$ cat src/rtl/literal_find_and_replace_assert.svh
// ----------------------------------------------------------------------------
// Assertion macros for literal find-and-replace
// Concurrent checks clocked on clk and held off while arst_n is low.
// ----------------------------------------------------------------------------
`ifndef LITERAL_FIND_AND_REPLACE_ASSERT_SVH
`define LITERAL_FIND_AND_REPLACE_ASSERT_SVH
`ifndef NO_ASSERTIONS
`define LFR_ASSERT(lbl, prop, msg) \
	lbl: assert property (@(posedge clk) disable iff (!arst_n) prop) else $error(msg);
`define LFR_ASSERT_NEXT(lbl, ante, cons, msg) \
	lbl: assert property (@(posedge clk) disable iff (!arst_n) (ante) |=> (cons)) else $error(msg);
`else
`define LFR_ASSERT(lbl, prop, msg)
`define LFR_ASSERT_NEXT(lbl, ante, cons, msg)
`endif
`endif

$ cat src/rtl/lfr_pkg.sv
// ----------------------------------------------------------------------------
// lfr_pkg
// Types and constants shared by the find-and-replace front, queue and back.
// ----------------------------------------------------------------------------
`default_nettype none

package lfr_pkg;

	localparam int UNIT_W      = 16;
	localparam int CFG_W       = 64;
	localparam int LEN_W       = 3;
	localparam int IDX_W       = 3;
	localparam int PATTERN_MAX = 4;
	localparam int SLOTS       = 4;
	localparam int WIN_DEPTH   = (PATTERN_MAX < SLOTS) ? PATTERN_MAX : SLOTS;
	localparam int POS_W       = 2;
	localparam int QUEUE_DEPTH = 2;
	localparam int QPTR_W      = 1;
	localparam int QCNT_W      = 2;

	// Saturation limits for the length registers.
	localparam logic [LEN_W-1:0] SEARCH_CAP  = LEN_W'(WIN_DEPTH);
	localparam logic [LEN_W-1:0] REPLACE_CAP = LEN_W'(SLOTS);

	typedef enum logic [IDX_W-1:0] {
		CFG_SEARCH_UNITS  = 3'd0,
		CFG_SEARCH_LEN    = 3'd1,
		CFG_REPLACE_UNITS = 3'd2,
		CFG_REPLACE_LEN   = 3'd3,
		CFG_REPLACE_ALL   = 3'd4
	} lfr_cfg_idx_t;

	// One command: an optional replacement, then a run of units, then an optional replacement.
	typedef struct packed {
		logic [WIN_DEPTH-1:0][UNIT_W-1:0] units;
		logic [LEN_W-1:0]                 n_units;
		logic                             rep_first;
		logic                             rep_after;
		logic                             last;
	} lfr_cmd_t;

	typedef struct packed {
		logic [SLOTS-1:0][UNIT_W-1:0] units;
		logic [LEN_W-1:0]             len;
	} lfr_repl_t;

	typedef enum logic [2:0] {
		PH_IDLE,
		PH_REP1,
		PH_UNITS,
		PH_REP2,
		PH_EMPTY
	} lfr_phase_t;

endpackage

`default_nettype wire

$ cat src/rtl/lfr_front.sv
// ----------------------------------------------------------------------------
// lfr_front
// Holds configuration and the look-ahead window, classifies each input word
// and turns it into at most one command for the back end.
// ----------------------------------------------------------------------------
`default_nettype none

module lfr_front (
	input  wire logic                        clk,
	input  wire logic                        arst_n,
	input  wire logic                        cfg_wr_en,
	input  wire logic [lfr_pkg::IDX_W-1:0]   cfg_index,
	input  wire logic [lfr_pkg::CFG_W-1:0]   cfg_data,
	input  wire logic                        item_valid,
	input  wire logic [lfr_pkg::UNIT_W-1:0]  src_unit,
	input  wire logic                        unit_valid,
	input  wire logic                        end_of_string,
	input  wire logic                        q_full,
	output logic                             q_push,
	output lfr_pkg::lfr_cmd_t                q_cmd,
	output lfr_pkg::lfr_repl_t               repl
);
	import lfr_pkg::*;

	logic [CFG_W-1:0]  search_units_q;
	logic [LEN_W-1:0]  search_len_q;
	logic [CFG_W-1:0]  replace_units_q;
	logic [LEN_W-1:0]  replace_len_q;
	logic              replace_all_q;

	logic [WIN_DEPTH-1:0][UNIT_W-1:0] win_q;
	logic [LEN_W-1:0]                 cnt_q;
	logic                             once_q;

	logic [LEN_W-1:0]                 slen;
	logic                             active;
	logic                             append;
	logic [WIN_DEPTH-1:0][UNIT_W-1:0] wn;
	logic [WIN_DEPTH-1:0][UNIT_W-1:0] wn_shift;
	logic [LEN_W-1:0]                 cnt_app;
	logic                             full;
	logic                             eq;
	logic                             rep_first;
	logic                             once_next;
	logic [LEN_W-1:0]                 n_units;
	logic                             produce;
	logic                             accept;

	assign slen   = (search_len_q > SEARCH_CAP) ? SEARCH_CAP : search_len_q;
	assign active = replace_all_q || !once_q;
	assign append = unit_valid && (slen != '0);

	assign repl.units = replace_units_q;
	assign repl.len   = (replace_len_q > REPLACE_CAP) ? REPLACE_CAP : replace_len_q;

	always_comb begin
		wn = win_q;
		if (append) begin
			wn[cnt_q[POS_W-1:0]] = src_unit;
		end
		wn_shift = wn;
		for (int i = 0; i < WIN_DEPTH - 1; i++) begin
			wn_shift[i] = wn[i+1];
		end
	end

	assign cnt_app = cnt_q + {{(LEN_W-1){1'b0}}, append};
	assign full    = append && (cnt_app == slen);

	// The full window is compared against the pattern up to its length.
	always_comb begin
		eq = active;
		for (int i = 0; i < WIN_DEPTH; i++) begin
			if ((LEN_W'(i) < slen) && (wn[i] != search_units_q[i*UNIT_W +: UNIT_W])) begin
				eq = 1'b0;
			end
		end
	end

	assign rep_first = unit_valid && (((slen == '0) && active) || (full && eq));
	assign once_next = once_q || rep_first;

	always_comb begin
		if (slen == '0) begin
			n_units = unit_valid ? LEN_W'(1) : '0;
		end else if (full && eq) begin
			n_units = '0;
		end else if (full) begin
			n_units = end_of_string ? slen : LEN_W'(1);
		end else begin
			n_units = end_of_string ? cnt_app : '0;
		end
	end

	always_comb begin
		q_cmd.units = wn;
		if (slen == '0) begin
			q_cmd.units[0] = src_unit;
		end
		q_cmd.n_units   = n_units;
		q_cmd.rep_first = rep_first;
		q_cmd.rep_after = end_of_string && (slen == '0) && (replace_all_q || !once_next);
		q_cmd.last      = end_of_string;
	end

	// A word that only fills the window produces nothing downstream.
	assign produce = end_of_string || (n_units != '0) || (rep_first && (repl.len != '0));
	assign accept  = item_valid && !q_full;
	assign q_push  = accept && produce;

	always_ff @(posedge clk or negedge arst_n) begin
		if (!arst_n) begin
			search_units_q  <= '0;
			search_len_q    <= '0;
			replace_units_q <= '0;
			replace_len_q   <= '0;
			replace_all_q   <= 1'b0;
			cnt_q           <= '0;
			once_q          <= 1'b0;
		end else if (cfg_wr_en) begin
			case (cfg_index)
				CFG_SEARCH_UNITS: begin
					search_units_q <= cfg_data;
					cnt_q          <= '0;
				end
				CFG_SEARCH_LEN: begin
					search_len_q <= cfg_data[LEN_W-1:0];
					cnt_q        <= '0;
				end
				CFG_REPLACE_UNITS: begin
					replace_units_q <= cfg_data;
				end
				CFG_REPLACE_LEN: begin
					replace_len_q <= cfg_data[LEN_W-1:0];
				end
				CFG_REPLACE_ALL: begin
					replace_all_q <= cfg_data[0];
				end
				default: begin
				end
			endcase
		end else if (accept) begin
			if (end_of_string) begin
				cnt_q  <= '0;
				once_q <= 1'b0;
			end else begin
				if (full) begin
					cnt_q <= eq ? '0 : (slen - LEN_W'(1));
				end else begin
					cnt_q <= cnt_app;
				end
				once_q <= once_next;
			end
		end
	end

	// Window contents carry no reset; only cnt_q says which entries are live.
	always_ff @(posedge clk) begin
		if (accept && !cfg_wr_en) begin
			win_q <= (full && !eq) ? wn_shift : wn;
		end
	end

endmodule

`default_nettype wire

$ cat src/rtl/lfr_cmd_queue.sv
// ----------------------------------------------------------------------------
// lfr_cmd_queue
// Two-entry command queue between the front and back ends.
// ----------------------------------------------------------------------------
`default_nettype none

module lfr_cmd_queue (
	input  wire logic         clk,
	input  wire logic         arst_n,
	input  wire logic         push,
	input  wire lfr_pkg::lfr_cmd_t push_cmd,
	input  wire logic         pop,
	output lfr_pkg::lfr_cmd_t head_cmd,
	output logic              full,
	output logic              avail
);
	import lfr_pkg::*;

	lfr_cmd_t          slot_q [QUEUE_DEPTH];
	logic [QPTR_W-1:0] wr_ptr_q;
	logic [QPTR_W-1:0] rd_ptr_q;
	logic [QCNT_W-1:0] count_q;
	logic              do_push;
	logic              do_pop;

	assign full     = (count_q == QCNT_W'(QUEUE_DEPTH));
	assign avail    = (count_q != '0);
	assign head_cmd = slot_q[rd_ptr_q];
	assign do_push  = push && !full;
	assign do_pop   = pop && avail;

	always_ff @(posedge clk or negedge arst_n) begin
		if (!arst_n) begin
			wr_ptr_q <= '0;
			rd_ptr_q <= '0;
			count_q  <= '0;
		end else begin
			if (do_push) begin
				wr_ptr_q <= wr_ptr_q + QPTR_W'(1);
			end
			if (do_pop) begin
				rd_ptr_q <= rd_ptr_q + QPTR_W'(1);
			end
			case ({do_push, do_pop})
				2'b10:   count_q <= count_q + QCNT_W'(1);
				2'b01:   count_q <= count_q - QCNT_W'(1);
				default: count_q <= count_q;
			endcase
		end
	end

	always_ff @(posedge clk) begin
		if (do_push) begin
			slot_q[wr_ptr_q] <= push_cmd;
		end
	end

endmodule

`default_nettype wire

$ cat src/rtl/lfr_back.sv
// ----------------------------------------------------------------------------
// lfr_back
// Walks each command one result word per cycle into the output register while not stalled.
// ----------------------------------------------------------------------------
`default_nettype none
`include "literal_find_and_replace_assert.svh"

module lfr_back (
	input  wire logic                        clk,
	input  wire logic                        arst_n,
	input  wire lfr_pkg::lfr_cmd_t           q_cmd,
	input  wire logic                        q_avail,
	input  wire lfr_pkg::lfr_repl_t          repl,
	input  wire logic                        result_stall,
	output logic                             q_pop,
	output logic                             result_valid,
	output logic [lfr_pkg::UNIT_W-1:0]       out_unit,
	output logic                             out_valid,
	output logic                             out_last
);
	import lfr_pkg::*;

	lfr_phase_t        phase_q;
	lfr_phase_t        phase_d;
	lfr_phase_t        step_phase;
	logic [POS_W-1:0]  idx_q;
	logic [POS_W-1:0]  idx_d;
	logic [POS_W-1:0]  step_idx;
	lfr_cmd_t          cur_q;
	logic              emit_en;
	logic              done;
	logic [UNIT_W-1:0] res_unit;
	logic              res_real;
	logic              rep_end;
	logic              units_end;
	logic              has_after;

	logic              result_valid_q;
	logic [UNIT_W-1:0] out_unit_q;
	logic              out_valid_q;
	logic              out_last_q;

	function automatic lfr_phase_t first_phase(input lfr_cmd_t c, input logic [LEN_W-1:0] len);
		lfr_phase_t ph;
		if (c.rep_first && (len != '0)) begin
			ph = PH_REP1;
		end else if (c.n_units != '0) begin
			ph = PH_UNITS;
		end else if (c.rep_after && (len != '0)) begin
			ph = PH_REP2;
		end else begin
			ph = PH_EMPTY;
		end
		return ph;
	endfunction

	assign emit_en   = (phase_q != PH_IDLE) && (!result_valid_q || !result_stall);
	assign rep_end   = ({1'b0, idx_q} == (repl.len - LEN_W'(1)));
	assign units_end = ({1'b0, idx_q} == (cur_q.n_units - LEN_W'(1)));
	assign has_after = cur_q.rep_after && (repl.len != '0);

	always_comb begin
		res_unit   = '0;
		res_real   = 1'b0;
		done       = 1'b0;
		step_phase = phase_q;
		step_idx   = idx_q + POS_W'(1);
		case (phase_q)
			PH_REP1: begin
				res_unit = repl.units[idx_q];
				res_real = 1'b1;
				if (rep_end) begin
					step_idx = '0;
					if (cur_q.n_units != '0) begin
						step_phase = PH_UNITS;
					end else if (has_after) begin
						step_phase = PH_REP2;
					end else begin
						done = 1'b1;
					end
				end
			end
			PH_UNITS: begin
				res_unit = cur_q.units[idx_q];
				res_real = 1'b1;
				if (units_end) begin
					step_idx = '0;
					if (has_after) begin
						step_phase = PH_REP2;
					end else begin
						done = 1'b1;
					end
				end
			end
			PH_REP2: begin
				res_unit = repl.units[idx_q];
				res_real = 1'b1;
				done     = rep_end;
			end
			PH_EMPTY: begin
				done = 1'b1;
			end
			default: begin
			end
		endcase

		// The next command is taken as the last word of the current one goes out.
		q_pop   = q_avail && ((phase_q == PH_IDLE) || (emit_en && done));
		phase_d = phase_q;
		idx_d   = idx_q;
		if (q_pop) begin
			phase_d = first_phase(q_cmd, repl.len);
			idx_d   = '0;
		end else if (emit_en) begin
			if (done) begin
				phase_d = PH_IDLE;
				idx_d   = '0;
			end else begin
				phase_d = step_phase;
				idx_d   = step_idx;
			end
		end
	end

	always_ff @(posedge clk or negedge arst_n) begin
		if (!arst_n) begin
			phase_q <= PH_IDLE;
			idx_q   <= '0;
		end else begin
			phase_q <= phase_d;
			idx_q   <= idx_d;
		end
	end

	always_ff @(posedge clk) begin
		if (q_pop) begin
			cur_q <= q_cmd;
		end
	end

	always_ff @(posedge clk or negedge arst_n) begin
		if (!arst_n) begin
			result_valid_q <= 1'b0;
		end else if (emit_en) begin
			result_valid_q <= 1'b1;
		end else if (!result_stall) begin
			result_valid_q <= 1'b0;
		end
	end

	always_ff @(posedge clk) begin
		if (emit_en) begin
			out_unit_q  <= res_unit;
			out_valid_q <= res_real;
			out_last_q  <= cur_q.last && done;
		end
	end

	assign result_valid = result_valid_q;
	assign out_unit     = out_unit_q;
	assign out_valid    = out_valid_q;
	assign out_last     = out_last_q;

	`LFR_ASSERT(a_rep_idx, (emit_en && (phase_q == PH_REP1 || phase_q == PH_REP2)) |-> ({1'b0, idx_q} < repl.len), "replacement index past its length")
	`LFR_ASSERT(a_unit_idx, (emit_en && phase_q == PH_UNITS) |-> ({1'b0, idx_q} < cur_q.n_units), "unit index past the command's run")
	`LFR_ASSERT(a_empty_last, (phase_q == PH_EMPTY) |-> cur_q.last, "empty marker outside a string end")
	`LFR_ASSERT_NEXT(a_drain_idle, emit_en && done && !q_avail, phase_q == PH_IDLE, "sequencer busy after its last word")

endmodule

`default_nettype wire

$ cat src/rtl/literal_find_and_replace.sv
// An accepted word's command is written to the queue, loaded into the back end's
// command register and walked into the output register. Throughput: one input word
// per cycle while each word yields at most one result and no stall holds the output;
// the back-end sequencer walks a command one result word at a time.
// Reset clears the configuration, the window count, the queue and the output valid;
// no clearing pass is needed and the block accepts words straight after reset.
// ----------------------------------------------------------------------------
// literal_find_and_replace
// Streaming literal search and replace over 16-bit code units: front end,
// command queue and back-end output sequencer.
// ----------------------------------------------------------------------------
`default_nettype none

module literal_find_and_replace (
	input  wire logic                        clk,
	input  wire logic                        arst_n,
	input  wire logic                        cfg_wr_en,
	input  wire logic [lfr_pkg::IDX_W-1:0]   cfg_index,
	input  wire logic [lfr_pkg::CFG_W-1:0]   cfg_data,
	input  wire logic                        item_valid,
	output logic                             item_stall,
	input  wire logic [lfr_pkg::UNIT_W-1:0]  src_unit,
	input  wire logic                        unit_valid,
	input  wire logic                        end_of_string,
	output logic                             result_valid,
	input  wire logic                        result_stall,
	output logic [lfr_pkg::UNIT_W-1:0]       out_unit,
	output logic                             out_valid,
	output logic                             out_last
);
	import lfr_pkg::*;

	lfr_cmd_t  push_cmd;
	lfr_cmd_t  head_cmd;
	lfr_repl_t repl;
	logic      q_push;
	logic      q_pop;
	logic      q_full;
	logic      q_avail;

	assign item_stall = q_full;

	lfr_front u_front (
		.clk           (clk),
		.arst_n        (arst_n),
		.cfg_wr_en     (cfg_wr_en),
		.cfg_index     (cfg_index),
		.cfg_data      (cfg_data),
		.item_valid    (item_valid),
		.src_unit      (src_unit),
		.unit_valid    (unit_valid),
		.end_of_string (end_of_string),
		.q_full        (q_full),
		.q_push        (q_push),
		.q_cmd         (push_cmd),
		.repl          (repl)
	);

	lfr_cmd_queue u_queue (
		.clk      (clk),
		.arst_n   (arst_n),
		.push     (q_push),
		.push_cmd (push_cmd),
		.pop      (q_pop),
		.head_cmd (head_cmd),
		.full     (q_full),
		.avail    (q_avail)
	);

	lfr_back u_back (
		.clk          (clk),
		.arst_n       (arst_n),
		.q_cmd        (head_cmd),
		.q_avail      (q_avail),
		.repl         (repl),
		.result_stall (result_stall),
		.q_pop        (q_pop),
		.result_valid (result_valid),
		.out_unit     (out_unit),
		.out_valid    (out_valid),
		.out_last     (out_last)
	);

endmodule

`default_nettype wire
$ cat config.mk
export PLATFORM = sky130hd
export DESIGN_NAME = literal_find_and_replace
export DESIGN_NICKNAME = d
export VERILOG_FILES = /design/src/rtl/lfr_pkg.sv /design/src/rtl/lfr_front.sv /design/src/rtl/lfr_cmd_queue.sv /design/src/rtl/lfr_back.sv /design/src/rtl/literal_find_and_replace.sv
export VERILOG_INCLUDE_DIRS = /design/src /design/src/rtl
export SDC_FILE = /design/constraint.sdc
export NUM_CORES = 1
export LEC_CHECK = 0
export BUFFER_PORTS_ARGS = -buffer_cell sky130_fd_sc_hd__buf_2
export CORE_MARGIN = 3
export CORE_UTILIZATION = 45
export CTS_CLUSTER_DIAMETER = 60
export DETAILED_ROUTE_END_ITERATION = 10
export PLACE_DENSITY_LB_ADDON = 0.25
export SLEW_MARGIN = 20
export SYNTH_ARGS = -nofsm -noshare
export SYNTH_HDL_FRONTEND = slang
export SYNTH_SLANG_ARGS = --single-unit
export TNS_END_PERCENT = 100
$ cat constraint.sdc
create_clock -name clk -period 5.5 [get_ports clk]
set_input_delay 1.375 -clock clk [delete_from_list [all_inputs] [get_ports clk]]
set_output_delay 1.375 -clock clk [all_outputs]
set_load 0.05 [all_outputs]
==> summary.md <==
| Metric | Value |
|---|---|
| Worst Skew | `23.0 ps` |
| Area share of the leading cell type in the synthesized netlist | `44.2%` |
| Max cap viols | `0` |
| Fraction of registers with async set/reset | `33.9%` |
| Min Hold Slack | `506 ps` |
| Top-level port count | `110` |
| Tcrit/Tclk final | `91.1%` |
| Highest Clock Rate | `0.200 GHz` |
| Layout cell share with drive strength beyond 1 | `33.0%` |
| PwrDens | `539 mW/mm2` |
| Clock-pin slew on the worst setup and hold paths | `60 ps` |
| Placed cells | `1965` |
| # rows | `76` |
| Vias per cell | `5.63` |
| GRT Resource Usage Total | `23.2%` |
| Worst rel slew slack | `24.4%` |
| CP Class | `flip-flop to flip-flop` |
| Leakage | `8.49 nW` |
| VDD IR max | `0.000467 V` |
| DR WL/cell | `26.2 um` |
| Least-Margin Pin Slew | `1130 ps` |
| Syn_nets | `1419` |
| WP data required | `5770 ps` |
| Initial Util | `45.7%` |
| CP Cell Sequence | `inv_1 -> nand2_1 -> ha_1 -> ha_1 -> and4bb_4 -> mux2i_1 -> xor2_1 -> o21ai_1 -> or4_4 -> o31ai_2 -> nand4b_1 -> nand2_1 -> nor2_4 -> buf_12` |
| Die height | `215 um` |
| Largest net degree at the start of global routing | `117` |
| # nets final | `1528` |
| Setup TNS | `0 ps` |
| Residual DRC | `0` |
| Final HPWL DP | `38600 um` |
| Grt ovf | `0` |
| Num CTS Buffers | `47` |
| Mapped Cells | `1320` |
| Fillers | `3657` |
| Final WL | `53800 um` |
| Router iterations before antenna repair | `6` |
| Area Growth Syn to Fin | `14.7%` |
| Critical Path AT | `5280 ps` |
| Antenna-violating nets left | `0` |
| Die footprint | `0.0464 mm2` |
| Sequential share of the synthesized area | `63.1%` |
| First DRT Iteration DRCs | `1035` |
| Antenna violations before repair | `0` |
| Synth cell types | `70` |
| Crit end category | `flip-flop` |
| Vias in the first global route | `11.9k` |
| Synth top area cells | `edfxtp_1 (44%), dfrtp_1 (19%), mux2_2 (12%), mux4_2 (3.6%), mux2i_1 (3.2%)` |
| Unrepaired setup endpoints after global routing | `no` |
| Final min period | `5010 ps` |
| Slowest stage cell, crit path | `and4bb_4` |
| Warnings from Yosys | `0` |
| TritonCTS clock tree | `done` |
| Count leader, synth | `edfxtp_1` |
| Post-CTS sizing | `0` |
| Startpoint types | `flip-flop` |
| Final core utilization | `52.5%` |
| Post-CTS Setup Bufs | `0` |
| Via count | `11.6k` |
| Worst-Skew Late Latency | `580 ps` |
| H-tree depth | `2` |
| Pwr Total | `0.0122 W` |
| Status | `complete, no violations` |
| Buffers on Ports | `109` |
| EDFF count, synth | `291` |
| CP peak stage delay | `710 ps` |
| Die width | `215 um` |
| Final Hold Viols | `0` |
| CORE AREA | `0.0432 mm2` |
| Post-synth top flop | `edfxtp_1` |
| Endpoints failing setup | `0` |
| Longest Clk Path Bufs | `3` |
| Non-Filler Instances | `2053` |
| Antenna diodes | `0` |
| Root Buffer | `clkbuf_16` |
| Yosys reg bits | `440` |
| # clock sinks | `440` |
| CTS Hold Bufs | `0` |
| Critical-path maximum fanout | `57` |
| Final Max Tran Viols | `0` |
| Avg Cell Area, Syn | `15.0 um2` |
| Top post-synthesis cells by count | `edfxtp_1 (291), mux2_2 (206), dfrtp_1 (149), inv_1 (76), mux2i_1 (64)` |
| Worst min path class | `flip-flop to flip-flop` |
| Synthesized area | `0.0198 mm2` |
| First-pass GRT wire length | `79600 um` |
| Cell type with the largest total area after synthesis | `edfxtp_1` |
| Routability cong. | `0.911` |
## metrics by stage
stage	worst slack (ps)	cell area, um2
6_report	488	22700
5_1_grt	255	22700
4_1_cts	562	22700
3_5_place_dp	457	21000
3_3_place_gp	600	21000
2_1_floorplan	107	19800
## state kept, by name, summed over array words and instances (netlist names), 2 cells and up
name,count
u_front.win_q,64
u_back.out_unit,16
u_queue.count_q,2
u_queue.slot_q,140
u_front.replace_units_q,64
u_front.cnt_q,3
u_back.phase_q,3
u_front.search_units_q,64
u_front.replace_len_q,3
u_back.cur_q,69
u_front.search_len_q,3
u_back.idx_q,2
## layer usage
layer,vias to the layer above,track usage [%],routed length (um),share of wire [%]
met5,-,0,0,0
met4,0,8.44,2030,3.8
met3,81,3.45,2630,4.9
met2,321,38.3,26000,48
met1,6005,31.4,23200,43
li1,5155,-,-,-
## worst paths after layout
| check | start | endpoint | slack, ps | depth (start not counted) |
|---|---|---|---|---|
| setup / recovery | u_front.search_len_q[2] | u_queue.slot_q[0][68] | 490 | 14 |
| hold / removal | u_front.replace_units_q[37] | u_front.replace_units_q[37] | 510 | 1 |
| setup reg to reg | u_front.search_len_q[2] | u_queue.slot_q[0][68] | 490 | 14 |
| hold reg to reg | u_front.replace_units_q[37] | u_front.replace_units_q[37] | 510 | 1 |
| max in group asynchronous | arst_n | u_front.replace_units_q[62] | 3770 | 2 |
| min in group asynchronous | arst_n | u_front.search_units_q[24] | 730 | 1 |
## worst max-delay path, delay by kind of cell (launching register included)
family                     cells  cell delay, ps
and+or+nand+nor                6            1990
adders and majority gates      2             610
AOI/OAI and AO/OA              2             540
DFF                            1             420
muxes                          1             390
buffers and inverters          2             380
xor gates and xnor gates       1             270
## layout make-up
cell class              count  area, um2  area share, %
multi-input cells         731       6750           29.8
repair buffers            132        787           3.47
clock inverters            26        302           1.33
well taps                 585        732           3.23
flip-flops and latches    440      12500           55.1
clock buffers              62       1330           5.85
inverters                  77        289           1.28
## kinds of logic (layout without fill, tap and decap cells)
family,after synthesis,after routing,synth area share [%]
compound gates,151,151,5.25
xor+xnor,92,92,4.08
fa+ha+maj,9,9,0.570
buf+inv,149,297,3.20
flops,440,440,63.1
mux,310,310,19.2
simple gates,169,169,4.56
## power breakdown
group,total [W],internal [W],leakage [nW],switching (W)
registers,0.00535,0.00476,4.51,0.000594
clock network,0.00331,0.00195,0.805,0.00135
logic,0.00355,0.00145,3.18,0.00210
total,0.0122,0.00816,8.49,0.00405
## cells in the final DEF, fill, tap and decap left out, types with 4 or more instances in the layout
cell type / instances
bufinv_16: 5
clkinv_2: 10
nor4_1: 13
a221oi_1: 5
a211oi_1: 11
a22o_1: 19
nand2_1: 58
nand2b_1: 12
nor3_1: 5
buf_2: 108
inv_1: 75
clkbuf_1: 8
or2_2: 4
a21oi_1: 23
buf_4: 18
mux2_4: 6
buf_12: 5
nor2_1: 12
mux2_2: 206
dfrtp_1: 146
nor2b_1: 24
clkbuf_16: 49
mux2i_1: 64
edfxtp_1: 291
ha_1: 9
xnor2_1: 37
o21ai_0: 42
o2111ai_1: 5
xor2_1: 55
mux4_2: 32
o22ai_1: 7
clkbuf_8: 5
nand4_1: 9
nand3_1: 10
o221ai_1: 4
Note: power is estimated with default switching activity, not from simulation.
